### config.mk
export PLATFORM = sky130hd
export DESIGN_NAME = imau_ram
export DESIGN_NICKNAME = d
export VERILOG_FILES = /design/src/rtl/imau_ram.sv
export SDC_FILE = /design/constraint.sdc
export NUM_CORES = 2
export LEC_CHECK = 0
export BUFFER_PORTS_ARGS = -buffer_cell sky130_fd_sc_hd__buf_2
export CORE_AREA = 2 2 515 517
export CTS_BUF_LIST = sky130_fd_sc_hd__clkbuf_4 sky130_fd_sc_hd__clkbuf_8
export DETAILED_ROUTE_END_ITERATION = 16
export DIE_AREA = 0 0 517 519
export PLACE_DENSITY_LB_ADDON = 0.25
export SYNTH_ARGS = -nofsm -noshare
export SYNTH_HDL_FRONTEND = slang
export SYNTH_SLANG_ARGS = --single-unit
### constraint.sdc
create_clock -name clk_i -period 3.5 [get_ports clk_i]
set_input_delay 0.175 -clock clk_i [delete_from_list [all_inputs] [get_ports clk_i]]
set_output_delay 0.175 -clock clk_i [all_outputs]
set_load 0.02 [all_outputs]
### src/rtl/imau_ram.sv
// imau_ram: generic single-port write, single read RAM with registered read
// no dependencies
`default_nettype none
module imau_ram #(
  parameter int Width = 32,
  parameter int Depth = 64
) (
  input  wire logic                     clk_i,
  input  wire logic                     we_i,
  input  wire logic [$clog2(Depth)-1:0] waddr_i,
  input  wire logic [Width-1:0]         wdata_i,
  input  wire logic [$clog2(Depth)-1:0] raddr_i,
  output logic      [Width-1:0]         rdata_o
);
  logic [Width-1:0] mem_q [Depth];

  // write port and registered read
  always_ff @(posedge clk_i) begin
    if (we_i) mem_q[waddr_i] <= wdata_i;
    rdata_o <= mem_q[raddr_i];
  end
endmodule
`default_nettype wire

==> impl_metrics.toml <==
[critical_path]
r2r_slack_ns = 1.19
crit_chain = "dlygate4sd3_1 -> buf_2 -> nor2b_1 -> nand3_1 -> dlygate4sd3_1 -> buf_4 -> nor2_4 -> buf_4"
cp.required_ns = 4.13
crit_buf_inv = 5
critPathMaxFanout = 32
cp_top_family = "buffers and inverters"
crit_arrival_ns = 3.02
cp-end-kind = "register"
slowest_delay_ns = 0.63
crit_slowest_cell = "dlygate4sd3_1"
critical_path_class = "primary input to register"
start_kind = "primary input"

[detailed_routing]
drtIter0Drc = 3726
via_per_inst = 4.97
wirelength_microns = 224000
drtAntennaViolNets = 0
dr.pass1.iters = 5
post_drt_wl_per_cell_microns = 29.3
vias = 38000
drc = 0

[sta]
fin_crit_ns = 2.39
whs_ns = 0.102
tns_ns = 0
clock_skew_ns = 0.0622
grt_setup_unrepaired = "no"
slew_viol_final = 0
fmax_mhz = 418
slew_headroom_pct = 15.9
hold_violations = 0
timing_worst_slew_pin_value_ns = 1.26
period_share_pct = 68.4
final-setup-viol-count = 0

[floorplan]
die-area_sq_um = 268000
io_pins = 78
core_region_area_sq_um = 263000
start_util_pct = 29.8
fp.dieH_microns = 519
rows = 189
die_w_microns = 517

[grt]
antenna_found_initial = 19
grt_max_degree = 65
grtUsageTotal_pct = 16.6
grt_pass1_wl_microns = 313000
grt_pass1_vias = 39400
overflow = 0

[place]
dp_cells = 6967
place_congestion = 0.752
dp_hpwl_microns = 123000
io_buffers = 77
place_area_sq_um = 85400

[clocking]
clock_latency_ns = 1.06
cts_setup_buffers = 0
htreeDepth = 5
cts_tree = "done"
clockBufferDepth = 4
clk_pin_slew_worst_paths_ns = 0.06
cts_buffers = 357
cts_sinks = 2080
cts-root-buf = "clkbuf_8"

[logic_synthesis]
ys_seq_area_share_pct = 79.1
synth.distinct_cells = 34
netlist_area_sq_um = 78500
yosysWarnings = 0
synthCells = 3324
synth_nets = 3370
avgSynthCellArea_sq_um = 23.6
yosys_register_bits = 2080

[min_path]
hold_class = "primary input to register"

[cells_and_area]
nets = 3883
area_growth_pct = 18.0
final_cells = 7647
drive_above_1_share_pct = 35.3
final_cell_area_sq_um = 92600

[power]
ir_worst_vdd_v = 0.000324
cellPowerDensity_nw_per_um2 = 557
power_leakage_nw = 28.7

[run_status]
status = "finished clean"

[flow_run]
maxCapViolations = 0
==> worst paths after layout <==
| check | end | depth (start not counted) | start |
|---|---|---|---|
| max | mem_q[21][25] | 8 | waddr_i[2] |
| min | mem_q[41][26] | 4 | waddr_i[5] |
| max reg2reg | rdata_o[28] | 6 | mem_q[12][28] |
| min reg2reg | rdata_o[20] | 4 | mem_q[28][20] |
==> synth_stat cells <==
cell type | instances | share of area (%)
nand3_1 | 5 | 0.032
and2_1 | 2 | 0.016
nand3b_1 | 5 | 0.048
nand4_1 | 2 | 0.016
o32ai_1 | 4 | 0.045
nand4b_1 | 1 | 0.011
a41o_1 | 4 | 0.051
a31oi_1 | 1 | 0.0080
buf_2 | 57 | 0.36
mux4_2 | 544 | 16
a22oi_1 | 12 | 0.11
nand2_1 | 26 | 0.12
nor2_1 | 137 | 0.65
edfxtp_1 | 2048 | 78
and3_1 | 4 | 0.032
a311oi_1 | 8 | 0.089
buf_1 | 21 | 0.10
clkbuf_1 | 74 | 0.35
or3b_1 | 2 | 0.022
a21oi_1 | 62 | 0.40
nor3_1 | 7 | 0.045
o22ai_1 | 84 | 0.67
or2_1 | 1 | 0.0080
nand2b_1 | 8 | 0.064
nor2b_1 | 15 | 0.12
buf_6 | 5 | 0.072
mux2i_1 | 93 | 1.2
or3b_2 | 3 | 0.033
or2_0 | 1 | 0.0080
dfxtp_1 | 32 | 0.82
or3_1 | 3 | 0.024
o221ai_1 | 27 | 0.30
or2_2 | 1 | 0.0080
buf_4 | 25 | 0.24
==> state kept, by name, summed over array words and instances (netlist names) <==
signal and cells:
mem_q 2048, rdata_o 32
==> metal layers <==
metal | up-vias | part of all wire (%) | wire [microns] | track usage (%)
met5 | - | 0.030 | 67 | 0
met4 | 10 | 2.3 | 5150 | 4.41
met3 | 344 | 5.5 | 12300 | 3.24
met2 | 1253 | 49 | 110000 | 27.0
met1 | 21100 | 43 | 97100 | 22.7
li1 | 15400 | - | - | -
==> worst reg2reg max path: cells and delay by family (launching register included) <==
family	cells	cell delay, ns
compound gates	2	0.87
mux	2	0.72
flops	1	0.36
buf+inv	1	0.16
simple gates	1	0.10
==> metrics by stage <==
step / utilization, % / total power [mW] / setup slack (ns)
after floorplan: - / 29.6 / 0.165
after global placement: 32.4 / 31.0 / 0.323
after detailed placement: 32.4 / 31.0 / 0.350
after CTS: 35.1 / 52.3 / 1.05
after global routing: 35.2 / 53.4 / 1.08
final: 35.2 / 51.6 / 1.11
==> repair_timing <==
item / CTS / global route
gates resized for setup: 0 / 0
endpoints found under the setup margin: 0 / 0
hold endpoints to repair: 2064 / 0
hold buffers: 44 / 0
==> area by class of cell <==
class | instances | area, sq um
repair buffers | 336 | 3330
diodes | 17 | 42.5
clock inverters | 121 | 682
clock buffers | 498 | 6050
well taps | 3533 | 4420
fillers | 24500 | 171000
flip-flops and latches | 2080 | 62100
multi-input cells | 1062 | 16000
==> kinds of logic (layout without fill, tap and decap cells) <==
family	after synthesis	in the layout	share of synthesized area (%)
compound gates	202	202	1.67
flops	2080	2080	79.1
other cells	0	17	0
simple gates	223	223	1.27
buf+inv	182	955	1.13
mux	637	637	16.8
==> layout by cell type, fill, tap and decap left out, drive strengths merged, types with 17 or more instances in the layout <==
cell	synthesis	layout
a21oi	62	62
buf	108	292
clkbuf	74	498
clkinv	0	107
dfxtp	32	32
diode	0	17
dlygate4sd3	0	44
edfxtp	2048	2048
mux2i	93	93
mux4	544	544
nand2	26	26
nor2	137	137
o221ai	27	27
o22ai	84	84
==> power by group <==
group	switching [mW]	internal (mW)
sequential	0.130	27.6
clock	9.63	11.5
combinational	1.70	1.04
No activity file was read; power rests on OpenSTA's default activity.
