### config.mk
export PLATFORM = sky130hd
export DESIGN_NAME = imau_cell
export DESIGN_NICKNAME = d
export VERILOG_FILES = /design/src/rtl/imau_cell.sv
export SDC_FILE = /design/constraint.sdc
export NUM_CORES = 1
export LEC_CHECK = 0
export BUFFER_PORTS_ARGS = -buffer_cell sky130_fd_sc_hd__buf_2
export CAP_MARGIN = 20
export CORE_MARGIN = 4
export CORE_UTILIZATION = 48
export CTS_CLUSTER_DIAMETER = 40
export CTS_CLUSTER_SIZE = 30
export DETAILED_ROUTE_END_ITERATION = 10
export MAX_ROUTING_LAYER = met4
export PLACE_DENSITY = 0.65
export SETUP_SLACK_MARGIN = 0.15
export SLEW_MARGIN = 20
export SYNTH_ARGS = -nofsm -noshare
export SYNTH_HDL_FRONTEND = slang
export SYNTH_SLANG_ARGS = --single-unit
### constraint.sdc
create_clock -name clk_i -period 25 [get_ports clk_i]
set_input_delay 5 -clock clk_i [delete_from_list [all_inputs] [get_ports clk_i]]
set_output_delay 5 -clock clk_i [all_outputs]
set_load 0.05 [all_outputs]
### src/rtl/imau_cell.sv
// imau_cell: one lane cell; holds a running sum, accumulates a product of
// the broadcast a element and its own b element, shifts sums along the chain
`default_nettype none
module imau_cell #(
  parameter int ElemWidth = 32
) (
  input  wire logic                 clk_i,
  input  wire logic                 clr_i,
  input  wire logic                 mac_i,
  input  wire logic                 shift_i,
  input  wire logic [ElemWidth-1:0] a_i,
  input  wire logic [ElemWidth-1:0] b_i,
  input  wire logic [ElemWidth-1:0] sum_i,
  output logic      [ElemWidth-1:0] sum_o
);
  logic [ElemWidth-1:0] sum_q, sum_d, prod;

  assign prod = ElemWidth'(a_i * b_i);

  // clear, accumulate, or shift the sum chain toward the output
  always_comb begin
    sum_d = sum_q;
    if (clr_i) sum_d = '0;
    else if (mac_i) sum_d = sum_q + prod;
    else if (shift_i) sum_d = sum_i;
  end

  always_ff @(posedge clk_i) sum_q <= sum_d;
  assign sum_o = sum_q;
endmodule
`default_nettype wire

==> flow_summary.ini <==
[layout]
final_layout_size_suffix_gt1_share_pct = 7.06
num-nets-final = 2744
layout.cells.non_filler = 2595
synthToLayoutAreaGrowth_pct = 5.90
largest_register_ffs = 32

[job]
drv.max_cap_violation_count = 0

[synthesis]
yosys.area.top_type_share_pct = 48.1
synth_warnings = 0
synth_enable_flop_cells = 0
netlist.top_cell.by_area = fa_1
synth_cell_type_count = 52
netlist_top_cells_count = 491 x inv_1, 438 x fa_1, 318 x and2_1
ys_seq_elements = 32
netlist_area_sq_um = 18200
cells_after_synthesis = 2046
seq_area_frac_synth_pct = 3.51
ys_top_cells_by_area = fa_1 48%, and2_1 11%, inv_1 10%, ha_1 8.5%, nand2_1 5.0%
async_reset_ff_share_pct = 0
syn-mean-instance-area_sq_um = 8.91
dominantRegCellSynth = dfxtp_1
synth.most_common_cell = inv_1
postSynthNetCount = 2708

[grt]
overall_fraction_of_global_route_tracks_in_use_pct = 25.4
antenna_found_initial = 0
global_route.usage.met3_pct = 4.09
globalRouteMet2Util_pct = 38.7
grt.busiest_layer = met2
grt_pass1_wl_um = 80700
met1_usage_pct = 37.0
largest_net_degree_at_the_start_of_global_routing = 48
gr-total-overflow = 0
number_of_global_route_vias_before_repair = 14700

[timing]
achievable-frequency_ghz = 0.0857
timing.final.max_slew_violations = 0
fin_skew_ns = 0.00541
finalSetupViolations = 0
relSlewSlack_pct = 32.3
finalCritPeriodShare_pct = 46.7
worst-slew-pin-transition_ns = 1.02
grt_setup_unrepaired = no
totalNegativeSetupSlack_ns = 0
final-hold-violation-count = 0
final.min_clock_period_ns = 11.67

[cts]
clockBufferDepth = 2
tritoncts = built
htree_num_levels = 2
cts-root-buf = clkbuf_16
clkTransAtPathRegs_ns = 0.06
post-cts-setup-buffers = 0
insertion_delay_ns = 0.28
clock_buffer_count_from_cts = 5
cts_hold_fix_bufs = 0
cts.repair.resized = 0
clock-sinks = 32

[placement]
number_of_cells_after_detailed_placement = 2586
gpl.final_weighted_congestion = 0.912
post-dp-hpwl_um = 40100
port_buffer_count = 131

[critical_path]
r2r_cells = 23
cp_data_required_time_ns = 25.17
r2r-end = sum_o[25]
worst-path-max-fanout = 32
critPathCapture = sum_o[25]
critical_path_arrival_ns = 11.84
crit_type = input port to flip-flop
critical_path.startpoint_type = input port
crit-reg2reg-launch = sum_o[18]
critical_path.endpoint_type = flip-flop
ff2ff_setup_slack_ns = 18.30
worstSetupStartpoint = b_i[0]

[floorplan]
placeableCoreArea_sq_um = 37600
die_area_sq_um = 41200
row_count = 71
floorplan.die.width_um = 203
initial_utilization_pct = 48.5
die_h_um = 203
top_level_ports = 132

[drt]
route.vias.total = 13400
drc_errors = 0
number_of_drc_markers_after_the_initial_detailed_route_iteration = 802
drt_wl_total_um = 48900
drtAntennaViolNets = 0
drt_pre_antenna_iters = 5
via_per_inst = 5.16
post_drt_wl_per_cell_um = 18.8

[min_path]
hold_path_cell_cnt = 2
hold_path_class = flip-flop to flip-flop

[run_status]
outcome = complete, no violations
metrics by stage:
step | utilization [%] | instance area (sq um) | worst slack, ns | hold slack, ns
3_5_place_dp | 50.9 | 19100 | 13.07 | 0.571
5_1_grt | 51.4 | 19300 | 12.86 | 0.635
3_3_place_gp | 50.9 | 19100 | 13.19 | 0.560
2_1_floorplan | - | 18200 | 13.55 | 0.782
6_report | 51.4 | 19300 | 13.33 | 0.569
4_1_cts | 51.4 | 19300 | 13.33 | 0.580
worst max-delay path: stages:
cell and delay (ns):
buf_2 0.50, and2_1 0.25, fa_1 0.45, fa_1 0.50
fa_1 0.49, inv_1 0.06, fa_1 0.53, inv_1 0.05
fa_1 0.49, inv_1 0.05, fa_1 0.53, inv_1 0.05
fa_1 0.48, inv_1 0.05, fa_1 0.51, inv_1 0.05
ha_1 0.40, nand2_1 0.09, o211ai_1 0.18, a21oi_1 0.11
nor2b_1 0.23, nor2_1 0.10, o21bai_1 0.17, a2111oi_0 0.12
a2111oi_1 0.39
layer usage:
metal	part of all wire [%]	vias to the layer above
met5	0	-
met4	2.0	0
met3	6.4	54
met2	45	443
met1	46	6899
li1	-	6005
placed cells by master (no fill, tap or decap), types with 19 or more instances in the layout:
| cell type | count |
|---|---|
| inv_1 | 491 |
| and2_1 | 318 |
| o21ai_0 | 19 |
| nand2_1 | 242 |
| dfxtp_1 | 32 |
| a21oi_1 | 33 |
| fa_1 | 438 |
| xor2_1 | 20 |
| ha_1 | 124 |
| a211oi_1 | 23 |
| nor2_1 | 31 |
| xnor2_1 | 59 |
| buf_2 | 131 |
cell type report:
type / instances / area (sq um)
Sequential cell: 32 / 641
Inverter: 491 / 1840
Fill cell: 3522 / 18300
Multi-Input combinational cell: 1420 / 15300
Timing Repair Buffer: 132 / 663
Antenna cell: 1 / 2.50
Clock buffer: 6 / 129
Tap cell: 511 / 639
Clock inverter: 2 / 35.0
how the worst min path moves through the flow:
stage | start | endpoint | slack, ns
2_1_floorplan | sum_o[13] | sum_o[13] | 0.78
3_3_place_gp | sum_o[5] | sum_o[5] | 0.56
3_5_place_dp | sum_o[5] | sum_o[5] | 0.57
4_1_cts | sum_o[5] | sum_o[5] | 0.58
5_1_grt | sum_o[5] | sum_o[5] | 0.64
6_report | sum_o[5] | sum_o[5] | 0.57
kinds of logic (layout without fill, tap and decap cells):
group                      after synthesis  count (layout)  share of synthesized area [%]
adders and majority gates              562             562                           56.6
and+or+nand+nor                        631             631                           17.8
other                                    0               1                              0
AOI/OAI and AO/OA                      128             128                           4.73
DFF                                     32              32                           3.51
xor gates and xnor gates                81              81                           4.01
muxes                                   18              18                           1.01
buffers and inverters                  594             631                           12.3
Power is not shown: default switching activity piles up to over one toggle a cycle in this logic, so the estimate is an artifact.
